## config.mk

```make
export PLATFORM = sky130hd
export DESIGN_NAME = cdcalc_cell
export DESIGN_NICKNAME = d
export VERILOG_FILES = /design/src/rtl/core/cdcalc_pkg.sv /design/src/rtl/core/cdcalc_cell.sv
export SDC_FILE = /design/constraint.sdc
export NUM_CORES = 1
export LEC_CHECK = 0
export ABC_CLOCK_PERIOD_IN_PS = 800
export BUFFER_PORTS_ARGS = -buffer_cell sky130_fd_sc_hd__buf_2
export CORE_AREA = 2 2 124 126
export CTS_CLUSTER_SIZE = 8
export DETAILED_ROUTE_END_ITERATION = 6
export DIE_AREA = 0 0 126 128
export PLACE_DENSITY = 0.7
export SYNTH_ARGS = -nofsm -noshare
export SYNTH_HDL_FRONTEND = slang
export SYNTH_SLANG_ARGS = --single-unit
```

## constraint.sdc

```tcl
create_clock -name clk -period 0.8 [get_ports clk]
set_clock_uncertainty 0.1 [all_clocks]
set_input_delay 0.04 -clock clk [delete_from_list [all_inputs] [get_ports clk]]
set_output_delay 0.04 -clock clk [all_outputs]
set_load 0.01 [all_outputs]
```

## src/rtl/core/cdcalc_pkg.sv

```systemverilog
// Package for the clock divisor calculator: transfer types, codes, constants
// and small helper functions shared by the core, its cells and its checker.
// Depends on nothing.
package cdcalc_pkg;

	localparam int FREQ_W  = 30;
	localparam int SRC_W   = 4;
	localparam int DIV_W   = 24;
	localparam int FRAC_W  = 12;
	localparam int TGT_W   = 32;
	localparam int CTL_W   = 32;
	localparam int NUM_W   = FREQ_W + FRAC_W + 1;
	localparam int DEN_W   = TGT_W;
	localparam int N_CELLS = NUM_W;
	localparam int LATENCY = N_CELLS + 2;
	localparam int CFG_IDX_W = 2;
	localparam int CFG_DATA_W = FREQ_W;

	localparam logic [1:0] ACT_FREQ_TO_DIV = 2'd0;
	localparam logic [1:0] ACT_CLAMP_DIV   = 2'd1;
	localparam logic [1:0] ACT_DIV_TO_FREQ = 2'd2;

	localparam logic [1:0] ST_OK          = 2'd0;
	localparam logic [1:0] ST_UNKNOWN_SRC = 2'd1;
	localparam logic [1:0] ST_NOT_RUNNING = 2'd2;
	localparam logic [1:0] ST_ZERO_TARGET = 2'd3;

	localparam logic [CFG_IDX_W-1:0] REG_OSC_FREQ = 2'd0;
	localparam logic [CFG_IDX_W-1:0] REG_PLL_FREQ = 2'd1;
	localparam logic [CFG_IDX_W-1:0] REG_OSC_SRC  = 2'd2;
	localparam logic [CFG_IDX_W-1:0] REG_PLL_SRC  = 2'd3;

	localparam logic [FREQ_W-1:0] OSC_FREQ_RST = 30'd19200000;
	localparam logic [FREQ_W-1:0] PLL_FREQ_RST = 30'd500000000;
	localparam logic [SRC_W-1:0]  OSC_SRC_RST  = 4'd1;
	localparam logic [SRC_W-1:0]  PLL_SRC_RST  = 4'd6;

	localparam logic [DIV_W-1:0]  DIV_MAX   = 24'hFFFFFF;
	localparam logic [DIV_W-1:0]  FRAC_OFF  = 24'hFFF000;
	localparam logic [FREQ_W-1:0] FREQ_MAX  = 30'h3FFFFFFF;
	localparam logic [7:0]        CTL_PASSWD = 8'h5A;

	typedef struct packed {
		logic [1:0]       action;
		logic [SRC_W-1:0] source;
		logic [1:0]       mash;
		logic [TGT_W-1:0] target_freq_hz;
		logic [DIV_W-1:0] div_word;
		logic             running;
	} cdcalc_in_t;

	typedef struct packed {
		logic [DIV_W-1:0]  divisor;
		logic [CTL_W-1:0]  ctl_word;
		logic [FREQ_W-1:0] freq_hz;
		logic [1:0]        status;
	} cdcalc_out_t;

	typedef struct packed {
		logic [FREQ_W-1:0] osc_freq_hz;
		logic [FREQ_W-1:0] pll_freq_hz;
		logic [SRC_W-1:0]  osc_source_code;
		logic [SRC_W-1:0]  pll_source_code;
	} cdcalc_cfg_t;

	typedef struct packed {
		logic [1:0]       action;
		logic [1:0]       status;
		logic [1:0]       mash;
		logic [SRC_W-1:0] source;
	} cdcalc_tag_t;

	typedef struct packed {
		logic [DEN_W-1:0] rem;
		logic [NUM_W-1:0] num;
		logic [DEN_W-1:0] den;
		logic [NUM_W-1:0] quo;
		cdcalc_tag_t      tag;
	} cdcalc_stage_t;

	function automatic logic [DIV_W-1:0] min_div(input logic [1:0] mash);
		logic [DIV_W-1:0] m;
		case (mash)
			2'd0: m = 24'h001000;
			2'd1: m = 24'h002000;
			2'd2: m = 24'h003000;
			default: m = 24'h005000;
		endcase
		return m;
	endfunction

	function automatic logic [CTL_W-1:0] make_ctl(input logic [SRC_W-1:0] src,
		input logic [1:0] mash);
		logic [CTL_W-1:0] c;
		c = '0;
		c[31:24] = CTL_PASSWD;
		c[10:9] = mash;
		c[4] = 1'b1;
		c[3:0] = src;
		return c;
	endfunction

endpackage

```

## src/rtl/core/cdcalc_cell.sv

```systemverilog
// One cell of the divider chain: a restoring step that yields one quotient
// bit and hands remainder, operands and tag to the next cell.
// Depends on cdcalc_pkg.
module cdcalc_cell (
	input  logic                      clk,
	input  logic                      arst_n,
	input  logic                      valid_in,
	input  cdcalc_pkg::cdcalc_stage_t stage_in,
	output logic                      valid_s1,
	output cdcalc_pkg::cdcalc_stage_t stage_s1
);

	logic [cdcalc_pkg::DEN_W:0] part;
	logic [cdcalc_pkg::DEN_W:0] diff;
	logic                       take;
	cdcalc_pkg::cdcalc_stage_t  nxt;

	always_comb begin
		part = {stage_in.rem, stage_in.num[cdcalc_pkg::NUM_W-1]};
		diff = part - {1'b0, stage_in.den};
		take = (part >= {1'b0, stage_in.den});
		nxt = stage_in;
		nxt.rem = take ? diff[cdcalc_pkg::DEN_W-1:0] : part[cdcalc_pkg::DEN_W-1:0];
		nxt.num = {stage_in.num[cdcalc_pkg::NUM_W-2:0], 1'b0};
		nxt.quo = {stage_in.quo[cdcalc_pkg::NUM_W-2:0], take};
	end

	always_ff @(posedge clk or negedge arst_n) begin
		if (!arst_n) begin
			valid_s1 <= 1'b0;
		end else begin
			valid_s1 <= valid_in;
		end
	end

	always_ff @(posedge clk) begin
		stage_s1 <= nxt;
	end

endmodule

```

* Word-level counts from Yosys, hierarchy flattened
Cells that the tools add are included.
W data, S select, Z words.
** Storage, ports and cells
- Register bits :: 160
- Latch bits :: 0
- Memory bits (writable) :: 0
- ROM bits :: 0
- Memories :: 0
** Operators by class
- Add/sub/neg operators :: 1
- Multipliers :: 0
- Div/mod/pow operators :: 0
- Order comparisons :: 1
- Eq/ne operators :: 0
- Shift operators :: 0
- Mux-type cells :: 1
- Bitwise logic cells :: 0
- Reduce and logical (&&, ||, !) cells :: 0
** Operators with widths (number)
- $ge A33 B32 Y1 :: 1
- $mux W32 :: 1
- $sub A32 B32 Y32 :: 1

* Logic depth before layout (Yosys ltp)
Gate-level depths: netlist of the first run.
- Depth in word-level cells :: 2
- Mapped depth :: 13

* Worst setup path after synthesis of the first run
Ideal clock, no wire load.
- Path kind :: input to register
- Start point :: input port stage_in[76] (netlist bit)
- End point :: register stage_s1[132] (netlist bit)
- Arrival time :: 2.148 ns
- Required time :: 0.579 ns
- Slack :: -1.569 ns
- Cell stages on the path :: 11
- Path through :: inv_1 ha_1 buf_6 and3_1 o21a_1 a311oi_2 o21ai_1 or3b_1 o21a_1 buf_6 mux2_4
** RTL lines
- start: declaration :: RTL line cdcalc_cell.sv:8 : input cdcalc_pkg::cdcalc_stage_t stage_in,
- end signal: assignment :: RTL line cdcalc_cell.sv:37 : stage_s1 <= nxt;
- end: declaration :: RTL line cdcalc_cell.sv:10 : output cdcalc_pkg::cdcalc_stage_t stage_s1

==> results of run 1 <==
through the flow:
step	hold slack, ns	cells	setup WS, ns	power, mW
floorplan	-0.356	521	-1.47	11.3
global placement	-0.263	1116	-1.81	13.4
detailed placement	-0.269	1116	-1.84	13.5
CTS	-0.359	1309	-1.22	22.8
global route	-0.335	1313	-1.35	24.6
finish	-0.315	1315	-1.26	23.7
state kept, by name (all words and copies together), names as in the netlist:
signal and flops:
stage_s1 159, valid_s1 1
cells by family after synthesis:
logic type | after synthesis
DFF | 160
AOI/OAI and AO/OA | 120
and+or+nand+nor | 107
buffers and inverters | 64
adders and majority gates | 33
xor gates and xnor gates | 26
muxes | 10
other | 1
worst max-delay path, stage by stage:
cell	delay, ns
sky130_fd_sc_hd__buf_8	0.10
sky130_fd_sc_hd__inv_6	0.04
sky130_fd_sc_hd__ha_4	0.20
sky130_fd_sc_hd__a21o_1	0.18
sky130_fd_sc_hd__o21a_1	0.20
sky130_fd_sc_hd__a311oi_2	0.22
sky130_fd_sc_hd__o21ai_1	0.13
sky130_fd_sc_hd__or3b_1	0.40
sky130_fd_sc_hd__o21a_4	0.29
sky130_fd_sc_hd__clkbuf_16	0.18
sky130_fd_sc_hd__mux2_4	0.29
power breakdown:
part | internal, mW | switching, mW
clock | 4.20 | 3.91
sequential | 8.77 | 0.314
combinational | 3.61 | 2.91
total | 16.6 | 7.14
cells in the mapped netlist (3+ instances only):
cell type / number
sky130_fd_sc_hd__a2111oi_0: 3
sky130_fd_sc_hd__clkbuf_1: 6
sky130_fd_sc_hd__a211oi_1: 3
sky130_fd_sc_hd__nand2_1: 24
sky130_fd_sc_hd__ha_1: 32
sky130_fd_sc_hd__o21bai_1: 5
sky130_fd_sc_hd__nor2_1: 37
sky130_fd_sc_hd__a21o_1: 8
sky130_fd_sc_hd__o31ai_1: 7
sky130_fd_sc_hd__xor2_1: 10
sky130_fd_sc_hd__nor3_1: 3
sky130_fd_sc_hd__buf_6: 5
sky130_fd_sc_hd__dfxtp_1: 159
sky130_fd_sc_hd__o21a_1: 6
sky130_fd_sc_hd__inv_1: 46
sky130_fd_sc_hd__mux2_4: 8
sky130_fd_sc_hd__o21ai_0: 17
sky130_fd_sc_hd__o21ai_1: 4
sky130_fd_sc_hd__xnor2_1: 16
sky130_fd_sc_hd__nand2b_1: 7
sky130_fd_sc_hd__buf_2: 5
sky130_fd_sc_hd__nand4_1: 8
sky130_fd_sc_hd__nand3_1: 8
sky130_fd_sc_hd__and2_1: 3
sky130_fd_sc_hd__a21oi_1: 54
what timing repair did:
action                                  4_1_cts  5_1_grt
gates cloned                                  3        1
buffers inserted                              2        3
gates resized for setup                     190      146
endpoints found under the setup margin      193      193
pin swaps                                    15       21
endpoints found under the hold margin       160        6
cells in the final DEF, fill, tap and decap left out, types with 20 or more instances in the layout:
master and instances:
sky130_fd_sc_hd__inv_1 41, sky130_fd_sc_hd__ha_1 20, sky130_fd_sc_hd__dfxtp_2 97, sky130_fd_sc_hd__nand2_1 22, sky130_fd_sc_hd__buf_4 98, sky130_fd_sc_hd__dfxtp_1 61, sky130_fd_sc_hd__buf_6 106, sky130_fd_sc_hd__dlygate4sd3_1 156
sky130_fd_sc_hd__a21oi_1 36, sky130_fd_sc_hd__buf_2 221
routing by layer:
| layer | global-route usage [%] | vias up | routed length (microns) | part of all wire (%) |
|---|---|---|---|---|
| met3 | 7.85 | 105 | 1760 | 6.6 |
| li1 | - | 2957 | - | - |
| met5 | 0 | - | 13 | 0.048 |
| met1 | 34.6 | 3029 | 9960 | 37 |
| met2 | 53.4 | 333 | 13600 | 51 |
| met4 | 13.2 | 2 | 1520 | 5.7 |
path summary, 6_finish.rpt:
| path | endpoint | depth (start not counted) |
|---|---|---|
| max | stage_s1[152] | 11 |
| min | stage_s1[53] | 1 |
| max in group asynchronous | valid_s1 | 3 |
| min in group asynchronous | valid_s1 | 3 |
layout make-up:
class	count	area, sq um
inverter	46	178
sequential	160	3330
fill	895	3230
multi-input combinational	297	2510
clock inverter	15	163
timing repair buffer	590	4780
tap	188	235
clock buffer	17	425
antenna	2	5.00
==> out/metrics.json, run 1 <==
{
  "run_status": {
    "result_of_the_run": "finished, violations left",
    "failed_checks": "hold timing, setup timing"
  },
  "global_routing": {
    "overflow": 0,
    "number_of_antenna_violations_at_the_first_check_in_global_routing": 2,
    "largest_net_degree_at_the_start_of_global_routing": 19,
    "grt_use_total_pct": 30.2,
    "vias_in_the_first_global_route": 6639,
    "global_route_wire_length_before_repair_microns": 37100
  },
  "timing": {
    "post-route-min-period_ns": 2.06,
    "fin_tns_setup_ns": -73.17,
    "setup_ws_ns": -1.26,
    "fmaxAchievable_ghz": 0.485,
    "finalHoldWorstSlack_ns": -0.315,
    "timing.final.setup_violations": 193,
    "grt_setup_unrepaired": "true",
    "min_period_over_period_pct": 258,
    "finalHoldViolations": 6,
    "final-max-slew-violation-count": 0
  },
  "finish": {
    "layout.nets": 1308,
    "final_layout_size_suffix_gt1_share_pct": 58.2,
    "final_util_pct": 78.2,
    "final_cell_area_sq_um": 11600,
    "synthToLayoutAreaGrowth_pct": 110
  },
  "power_and_ir_drop": {
    "p_per_area_nw_per_um2": 2040,
    "power.leakage_nw": 5.50,
    "largest_vdd_supply_drop_uv": 1610
  },
  "floorplan": {
    "chipHeight_microns": 128,
    "die_w_microns": 126,
    "rows": 45,
    "design.core.area_sq_um": 14900,
    "starting_density_pct": 37.3,
    "design.die.area_sq_um": 16100,
    "boundaryPins": 324
  },
  "clock_tree": {
    "cts_tree": "done",
    "buffers_from_clock_root_to_sink_at_most": 2,
    "cts_sinks": 160,
    "cts_buffers": 17,
    "clockRootBuffer": "sky130_fd_sc_hd__clkbuf_16",
    "path_clk_slew_ns": 0.08,
    "ctsHoldBuffers": 156,
    "htree_num_levels": 4
  },
  "yosys": {
    "synth_enable_flop_cells": 0,
    "async_flop_share_pct": 0.625,
    "postSynthRegisterBits": 160,
    "synth-adder-area-share_pct": 7.58,
    "post_synth_cell_types": 51,
    "synth_warnings": 0,
    "synthesis.area_sq_um": 5550,
    "netlist.area_leader.share_pct": 57.4,
    "synth-compound-area-share_pct": 13.2,
    "synth-xor-area-share_pct": 4.11,
    "largest_family_of_logic_cells_by_synthesized_area": "compound AO/OA/AOI/OAI gates",
    "syn-mean-instance-area_sq_um": 10.6,
    "synthSimpleGateAreaFrac_pct": 9.43,
    "synth-main-ff-cell": "sky130_fd_sc_hd__dfxtp_1",
    "netlist.top_cell.by_area": "sky130_fd_sc_hd__dfxtp_1",
    "nets_in_the_synthesized_netlist": 717,
    "yosys-mux-area-fraction_pct": 2.53,
    "synth_sequential_area_ratio_pct": 57.8,
    "synthCells": 521,
    "post_synth_main_area_contributors": "sky130_fd_sc_hd__dfxtp_1, sky130_fd_sc_hd__ha_1, sky130_fd_sc_hd__a21oi_1"
  },
  "route": {
    "antenna_left": 0,
    "via_per_inst": 4.89,
    "route.final.wire_length_microns": 26900,
    "drt-pass1-iter-count": 5,
    "final_routed_drc_violation_total": 0,
    "routed_wire_length_per_instance_microns": 20.4,
    "via_count": 6426,
    "detailedRoute.firstIterationViolations": 297
  },
  "placement": {
    "detailed_place.area_sq_um": 8140,
    "gp_congestion": 0.912,
    "dp_hpwl_microns": 15300,
    "placement.io_buffers": 321
  },
  "min_path": {
    "min-delay-start": "stage_in[53]",
    "min_path_type": "primary input to flop"
  },
  "worst_setup_path": {
    "crit_path_kind": "primary input to flop",
    "crit_arrival_ns": 2.28,
    "cp-startpoint": "stage_in[76]",
    "worst-endpoint-required_ns": 1.01,
    "cp-end-kind": "flop",
    "worst-path-max-fanout": 6,
    "startpoint_type": "primary input"
  },
  "run": {
    "cap_violations": 0
  }
}
(Power assumes the default switching activity.)
==> run 2, diff against run 1 <==
--- a/config.mk
+++ b/config.mk
@@ -5,7 +5,7 @@
 export SDC_FILE = /design/constraint.sdc
 export NUM_CORES = 1
 export LEC_CHECK = 0
-export ABC_CLOCK_PERIOD_IN_PS = 800
+export ABC_CLOCK_PERIOD_IN_PS = 2000
 export BUFFER_PORTS_ARGS = -buffer_cell sky130_fd_sc_hd__buf_2
 export CORE_AREA = 2 2 124 126
 export CTS_CLUSTER_SIZE = 8
==> constraint.sdc (replaced) <==
create_clock -name clk -period 2 [get_ports clk]
set_clock_uncertainty 0.1 [all_clocks]
set_input_delay 0.1 -clock clk [delete_from_list [all_inputs] [get_ports clk]]
set_output_delay 0.1 -clock clk [all_outputs]
set_load 0.01 [all_outputs]
==> out/metrics.json, run 2 (synthesis gave the netlist of run 1 again) <==
{
  "run_status": {
    "result_of_the_run": "finished, violations left",
    "failed_checks": "setup timing"
  },
  "placement": {
    "gp_congestion": {"value": 0.876, "change": "-3.9%"},
    "placement.io_buffers": {"value": 321, "change": "unchanged"},
    "dp_hpwl": {"value": 15500, "unit": "microns", "change": "+1.2%"},
    "detailed_place.area": {"value": 8120, "unit": "sq um", "change": "-0.18%"},
    "placement.setup.worst_slack": {"value": -0.739, "unit": "ns", "change": "+1.10 ns"}
  },
  "finish": {
    "final_cell_area": {"value": 11100, "unit": "sq um", "change": "-4.7%"},
    "fillCellCount": {"value": 1012, "change": "+13%"},
    "largest_register_ff_count": {"value": 159, "change": "unchanged"},
    "largest-register": "stage_s1",
    "synthToLayoutAreaGrowth_pct": 99.8,
    "final_cell_mix": "sky130_fd_sc_hd__buf_2, sky130_fd_sc_hd__dlygate4sd3_1, sky130_fd_sc_hd__dfxtp_1, sky130_fd_sc_hd__buf_4, sky130_fd_sc_hd__inv_1",
    "layout.cells.most_common": "sky130_fd_sc_hd__buf_2",
    "seqCellArea": {"value": 3210, "unit": "sq um", "change": "-3.8%"},
    "final_layout_size_suffix_gt1_share": {"value": 50.1, "unit": "%", "change": "-8.1 points"},
    "layout.nets": {"value": 1315, "change": "+0.54%"},
    "multi_input_comb_area": {"value": 2590, "unit": "sq um", "change": "+3.5%"},
    "top_flop_regs": "stage_s1 (159), valid_s1 (1)"
  },
  "route": {
    "via_per_inst": {"value": 4.66, "change": "-4.7%"},
    "post_route_met1_wirelength": {"value": 9390, "unit": "microns", "change": "-5.7%"},
    "met3_length": {"value": 1590, "unit": "microns", "change": "-9.7%"},
    "routed_wire_length_per_instance": {"value": 18.1, "unit": "microns", "change": "-12%"},
    "drt-pass1-iter-count": {"value": 4, "change": "-1"},
    "final_routed_drc_violation_total": {"value": 0, "change": "unchanged"},
    "met2_wirelength": {"value": 12100, "unit": "microns", "change": "-11%"},
    "antenna_left": {"value": 0, "change": "unchanged"},
    "route.final.wire_length": {"value": 23900, "unit": "microns", "change": "-11%"},
    "detailedRoute.firstIterationViolations": {"value": 265, "change": "-11%"},
    "highest_layer": "met5",
    "via_count": {"value": 6161, "change": "-4.1%"}
  },
  "worst_setup_path": {
    "worst_path_max_delay_cell": "sky130_fd_sc_hd__or3b_1",
    "critPathTopFamily": "compound AO/OA/AOI/OAI gates",
    "crit_arrival": {"value": 2.31, "unit": "ns", "change": "+0.03 ns"},
    "crit_path_cell_trace": "buf_8, inv_6, ha_4, and3_4, o21a_1, a311oi_2, o21ai_1, or3b_1, o21a_4, buf_12, mux2_4",
    "critPathMaxStageDelay": {"value": 0.40, "unit": "ns", "change": "about the same"},
    "crit_path_kind": "primary input to flop",
    "worst-path-max-fanout": {"value": 10, "change": "+4"},
    "startpoint_type": "primary input",
    "cp-end-kind": "flop",
    "crit_buf_inv": {"value": 3, "change": "unchanged"},
    "worst-endpoint-required": {"value": 2.21, "unit": "ns", "change": "+1.20 ns"}
  },
  "global_routing": {
    "number_of_antenna_violations_at_the_first_check_in_global_routing": {"value": 5, "change": "+3"},
    "overflow": {"value": 0, "change": "unchanged"},
    "vias_in_the_first_global_route": {"value": 6413, "change": "-3.4%"},
    "grt_use_total": {"value": 27.8, "unit": "%", "change": "-2.4 points"},
    "global_route_wire_length_before_repair": {"value": 34300, "unit": "microns", "change": "-7.8%"},
    "largest_net_degree_at_the_start_of_global_routing": {"value": 17, "change": "-2"}
  },
  "power_and_ir_drop": {
    "power_frac_comb": {"value": 25.1, "unit": "%", "change": "-2.4 points"},
    "clock_power_share": {"value": 37.6, "unit": "%", "change": "+3.4 points"},
    "p_per_area": {"value": 859, "unit": "nW/um^2", "change": "-58%"},
    "power.leakage": {"value": 5.34, "unit": "nW", "change": "-2.8%"},
    "largest_vdd_supply_drop": {"value": 641, "unit": "uV", "change": "-60%"},
    "net-switching-power": {"value": 2.64, "unit": "mW", "change": "-63%"},
    "switching_share": {"value": 27.7, "unit": "%", "change": "-2.4 points"},
    "p_int": {"value": 6.88, "unit": "mW", "change": "-59%"},
    "sequentialPowerShare": {"value": 37.3, "unit": "%", "change": "-1.0 points"}
  },
  "clock_tree": {
    "buffers_from_clock_root_to_sink_at_most": {"value": 2, "change": "unchanged"},
    "path_clk_slew": {"value": 0.07, "unit": "ns", "change": "about the same"},
    "htree_num_levels": {"value": 4, "change": "unchanged"},
    "cts_tree": "done",
    "clockRootBuffer": "sky130_fd_sc_hd__clkbuf_16",
    "cts_sinks": {"value": 160, "change": "unchanged"},
    "cts_buffers": {"value": 17, "change": "unchanged"}
  },
  "floorplan": {
    "starting_density": {"value": 37.3, "unit": "%", "change": "unchanged"},
    "die_w": {"value": 126, "unit": "microns", "change": "unchanged"},
    "rows": {"value": 45, "change": "unchanged"},
    "design.core.area": {"value": 14900, "unit": "sq um", "change": "unchanged"},
    "boundaryPins": {"value": 324, "change": "unchanged"},
    "chipHeight": {"value": 128, "unit": "microns", "change": "unchanged"},
    "design.die.area": {"value": 16100, "unit": "sq um", "change": "unchanged"}
  },
  "timing": {
    "fmaxAchievable_ghz": 0.477,
    "post-route-min-period_ns": 2.10,
    "final-max-slew-violation-count": {"value": 0, "change": "unchanged"},
    "grt_setup_unrepaired": "true",
    "finalHoldViolations": {"value": 0, "change": "-6"},
    "timing.final.setup_violations": {"value": 27, "change": "-86%"},
    "setup_ws": {"value": -0.0952, "unit": "ns", "change": "+1.17 ns"},
    "fin_tns_setup": {"value": -1.45, "unit": "ns", "change": "+71.71 ns"},
    "min_period_over_period_pct": 105
  },
  "min_path": {
    "min_path_type": "primary input to flop"
  },
  "run": {
    "cap_violations": {"value": 0, "change": "unchanged"}
  }
}
==> run 2: cell types whose count changed in the layout (fill, tap and decap cells not counted), sizes merged, moves of 2 or more <==
cell,change
bufinv,+4
clkinvlp,-2
diode,+2
clkinv,-2
dlygate4sd3,+6
==> run 2: power by group through the flow <==
stage          Clock [mW]  Sequential, mW  Combinational, mW
2_1_floorplan           0            3.77              0.728
3_3_place_gp            0            3.61               1.75
3_5_place_dp            0            3.61               1.77
4_1_cts              3.61            3.54               2.14
5_1_grt              3.77            3.57               2.55
6_report             3.58            3.55               2.39
==> run 2: what timing repair did <==
item,4_1_cts,5_1_grt
gates cloned,1,1
setup endpoints to repair,21,33
hold buffers,162,0
endpoints found under the hold margin,160,0
gates resized for setup,40,83
buffers inserted,5,5
pin swaps,15,17
==> run 2: metal layers <==
| metal | GRT usage, % | vias up |
|---|---|---|
| met1 | 32.1 | 2892 |
| li1 | - | 2973 |
| met4 | 10.3 | 4 |
| met5 | 0 | - |
| met3 | 8.56 | 51 |
| met2 | 48.7 | 241 |
==> run 2: path summary, 6_finish.rpt <==
path / start / endpoint / slack [ns] / depth (start not counted)
worst max-delay path: stage_in[76] / stage_s1[132] / -0.1 / 11
worst min-delay path: stage_in[53] / stage_s1[128] / 0.07 / 4
max in group asynchronous: arst_n / valid_s1 / 1.14 / 3
min in group asynchronous: arst_n / valid_s1 / 0.55 / 3
==> run 2: final cells by class <==
| cell class | instances | area share [%] |
|---|---|---|
| Sequential cell | 160 | 29.0 |
| Clock inverter | 14 | 1.96 |
| Inverter | 46 | 1.60 |
| Clock buffer | 17 | 3.84 |
| Tap cell | 188 | 2.12 |
| Timing Repair Buffer | 597 | 38.0 |
| Antenna cell | 4 | 0.0903 |
| Multi-Input combinational cell | 297 | 23.4 |
==> run 2: per-stage QoR <==
step                std cells  hold WS (ns)  power (mW)  utilization (%)
CTS                      1313        0.0196        9.29             71.4
floorplan                 521        -0.296        4.50                -
global route             1321        0.0846        9.89             74.5
detailed placement       1114        -0.219        5.38             54.7
finish                   1323        0.0662        9.51             74.5
global placement         1114        -0.224        5.36             54.7
==> run 3, diff against run 2 <==
--- a/config.mk
+++ b/config.mk
@@ -11,7 +11,7 @@
 export CTS_CLUSTER_SIZE = 8
 export DETAILED_ROUTE_END_ITERATION = 6
 export DIE_AREA = 0 0 126 128
-export PLACE_DENSITY = 0.7
+export PLACE_DENSITY = 0.8
 export SYNTH_ARGS = -nofsm -noshare
 export SYNTH_HDL_FRONTEND = slang
 export SYNTH_SLANG_ARGS = --single-unit
==> out/metrics.json, run 3 (synthesis gave the netlist of run 1 again) <==
{
  "route": {
    "via_count": {"value": 6581, "change": "+6.8%"},
    "detailedRoute.firstIterationViolations": {"value": 337, "change": "+27%"},
    "via_per_inst": {"value": 4.94, "change": "+6.0%"},
    "final_routed_drc_violation_total": {"value": 0, "change": "unchanged"},
    "antenna_left": {"value": 0, "change": "unchanged"},
    "routed_wire_length_per_instance": {"value": 20.6, "unit": "microns", "change": "+14%"},
    "route.final.wire_length": {"value": 27400, "unit": "microns", "change": "+15%"},
    "drt-pass1-iter-count": {"value": 5, "change": "+1"}
  },
  "min_path": {
    "worstHoldPathCells": {"value": 4, "change": "unchanged"},
    "min-delay-start": "stage_in[53]",
    "min_path_type": "primary input to flop",
    "worstHoldEndpoint": "stage_s1[128]"
  },
  "global_routing": {
    "grt_use_total": {"value": 30.8, "unit": "%", "change": "+3.0 points"},
    "globalRouteMet2Util": {"value": 53.8, "unit": "%", "change": "+5.1 points"},
    "vias_in_the_first_global_route": {"value": 6757, "change": "+5.4%"},
    "grt_busiest_layer": "met2",
    "overflow": {"value": 0, "change": "unchanged"},
    "largest_net_degree_at_the_start_of_global_routing": {"value": 18, "change": "+1"},
    "number_of_antenna_violations_at_the_first_check_in_global_routing": {"value": 4, "change": "-1"},
    "grt_util_met3": {"value": 9.52, "unit": "%", "change": "+0.96 points"},
    "gr-usage-met1": {"value": 34.5, "unit": "%", "change": "+2.3 points"},
    "global_route_wire_length_before_repair": {"value": 37700, "unit": "microns", "change": "+10%"}
  },
  "timing": {
    "post-route-min-period": {"value": 2.09, "unit": "ns", "change": "-0.00350 ns"},
    "finalHoldViolations": {"value": 0, "change": "unchanged"},
    "final-max-slew-violation-count": {"value": 0, "change": "unchanged"},
    "setup_ws": {"value": -0.0917, "unit": "ns", "change": "+0.00350 ns"},
    "min_period_over_period": {"value": 105, "unit": "%", "change": "-0.17 points"},
    "grt_setup_unrepaired": "true",
    "fin_tns_setup": {"value": -1.53, "unit": "ns", "change": "-0.0803 ns"},
    "timing.final.setup_violations": {"value": 29, "change": "+7.4%"},
    "fmaxAchievable": {"value": 0.478, "unit": "GHz", "change": "+0.17%"},
    "finalHoldWorstSlack": {"value": 0.0277, "unit": "ns", "change": "-0.0385 ns"}
  },
  "finish": {
    "top_flop_regs": "stage_s1 (159), valid_s1 (1)",
    "final_cell_mix": "sky130_fd_sc_hd__buf_2, sky130_fd_sc_hd__dlygate4sd3_1, sky130_fd_sc_hd__dfxtp_1, sky130_fd_sc_hd__buf_4, sky130_fd_sc_hd__inv_1",
    "final_util": {"value": 76.6, "unit": "%", "change": "+2.1 points"},
    "largest_register_ff_count": {"value": 159, "change": "unchanged"},
    "fillCellCount": {"value": 886, "change": "-12%"},
    "final_cell_area": {"value": 11400, "unit": "sq um", "change": "+2.8%"},
    "largest-register": "stage_s1",
    "layout.cells.most_common": "sky130_fd_sc_hd__buf_2",
    "final_layout_size_suffix_gt1_share": {"value": 52.3, "unit": "%", "change": "+2.1 points"},
    "layout.nets": {"value": 1325, "change": "+0.76%"},
    "synthToLayoutAreaGrowth_pct": 105
  },
  "placement": {
    "dp_hpwl": {"value": 16300, "unit": "microns", "change": "+5.2%"},
    "detailed_place.area": {"value": 8190, "unit": "sq um", "change": "+0.80%"},
    "gp_congestion": {"value": 0.857, "change": "-2.2%"},
    "placement.setup.worst_slack": {"value": -0.708, "unit": "ns", "change": "+0.0310 ns"},
    "placement.io_buffers": {"value": 321, "change": "unchanged"}
  },
  "power_and_ir_drop": {
    "p_int": {"value": 6.64, "unit": "mW", "change": "-3.4%"},
    "net-switching-power": {"value": 2.90, "unit": "mW", "change": "+9.8%"},
    "power_frac_comb": {"value": 27.6, "unit": "%", "change": "+2.5 points"},
    "largest_vdd_supply_drop": {"value": 612, "unit": "uV", "change": "-4.5%"},
    "switching_share": {"value": 30.4, "unit": "%", "change": "+2.7 points"},
    "sequentialPowerShare": {"value": 37.3, "unit": "%", "change": "about the same"},
    "power.leakage": {"value": 5.43, "unit": "nW", "change": "+1.6%"},
    "clock_power_share": {"value": 35.1, "unit": "%", "change": "-2.5 points"},
    "p_per_area": {"value": 837, "unit": "nW/um^2", "change": "-2.5%"}
  },
  "worst_setup_path": {
    "startpoint_type": "primary input",
    "crit_arrival": {"value": 2.31, "unit": "ns", "change": "about the same"},
    "worst-endpoint-required": {"value": 2.22, "unit": "ns", "change": "about the same"},
    "crit_path_kind": "primary input to flop",
    "worst-path-max-fanout": {"value": 6, "change": "-4"},
    "cp-end-kind": "flop"
  },
  "run_status": {
    "failed_checks": "setup timing",
    "result_of_the_run": "finished, violations left"
  },
  "floorplan": {
    "starting_density": {"value": 37.3, "unit": "%", "change": "unchanged"},
    "die_w": {"value": 126, "unit": "microns", "change": "unchanged"},
    "rows": {"value": 45, "change": "unchanged"},
    "chipHeight": {"value": 128, "unit": "microns", "change": "unchanged"},
    "design.die.area": {"value": 16100, "unit": "sq um", "change": "unchanged"},
    "boundaryPins": {"value": 324, "change": "unchanged"},
    "design.core.area": {"value": 14900, "unit": "sq um", "change": "unchanged"}
  },
  "clock_tree": {
    "buffers_from_clock_root_to_sink_at_most": {"value": 2, "change": "unchanged"},
    "htree_num_levels": {"value": 4, "change": "unchanged"},
    "path_clk_slew": {"value": 0.07, "unit": "ns", "change": "about the same"},
    "cts_tree": "done",
    "cts_buffers": {"value": 17, "change": "unchanged"},
    "clockRootBuffer": "sky130_fd_sc_hd__clkbuf_16",
    "cts_sinks": {"value": 160, "change": "unchanged"}
  },
  "run": {
    "cap_violations": {"value": 0, "change": "unchanged"}
  }
}
-- run 3: power groups by stage --
stage               Sequential [mW]  Combinational [mW]  Clock, mW
floorplan                      3.77               0.728          0
global placement               3.60                1.78          0
detailed placement             3.61                1.81          0
CTS                            3.54                2.22       3.34
global route                   3.58                2.78       3.50
finish                         3.56                2.63       3.35
-- run 3: per-stage QoR --
step,power (mW),cells
6_report,9.54,1333
5_1_grt,9.86,1332
4_1_cts,9.10,1318
3_5_place_dp,5.42,1121
3_3_place_gp,5.39,1121
2_1_floorplan,4.50,521
-- run 3: worst max-delay path by stage --
stage | cells past startpoint | from | slack (ns) | end
global placement | 11 | stage_in[65] | -0.68 | stage_s1[152]
finish | 11 | stage_in[76] | -0.09 | stage_s1[158]
detailed placement | 12 | stage_in[55] | -0.71 | stage_s1[154]
global route | 11 | stage_in[80] | -0.16 | stage_s1[158]
floorplan | 10 | stage_in[150] | -0.33 | stage_s1[132]
CTS | 11 | stage_in[76] | -0.09 | stage_s1[159]
-- run 3: what timing repair did --
| action | in CTS | in global routing |
|---|---|---|
| endpoints found under the hold margin | 160 | 1 |
| resized for setup | 45 | 112 |
| gates cloned | 3 | 2 |
| pin swaps | 14 | 27 |
| hold buffers | 160 | 1 |
| buffers inserted | 2 | 9 |
| setup endpoints to repair | 22 | 33 |
-- run 3: worst max-delay path, stage by stage --
cell and delay (ns):
sky130_fd_sc_hd__buf_8 0.10, sky130_fd_sc_hd__inv_6 0.04, sky130_fd_sc_hd__ha_4 0.20, sky130_fd_sc_hd__a21o_1 0.20, sky130_fd_sc_hd__o21a_1 0.18, sky130_fd_sc_hd__a311oi_2 0.23, sky130_fd_sc_hd__o21ai_1 0.12, sky130_fd_sc_hd__or3b_1 0.37
sky130_fd_sc_hd__o21a_4 0.29, sky130_fd_sc_hd__buf_12 0.17, sky130_fd_sc_hd__mux2_4 0.30
-- run 3: routing by layer --
| metal | up-vias | share of wire (%) |
|---|---|---|
| met1 | 3130 | 37 |
| met5 | - | 0.029 |
| met3 | 114 | 7.7 |
| met2 | 341 | 49 |
| met4 | 2 | 5.8 |
| li1 | 2994 | - |
-- run 3: area by class of cell --
type                       instances  area (sq um)  area share [%]
inverter                          46           180            1.58
clock inverter                    14           176            1.55
multi-input combinational        297          2760            24.3
antenna                            3          7.51          0.0659
timing repair buffer             607          4390            38.5
sequential                       160          3210            28.2
clock buffer                      18           429            3.77
tap                              188           235            2.07
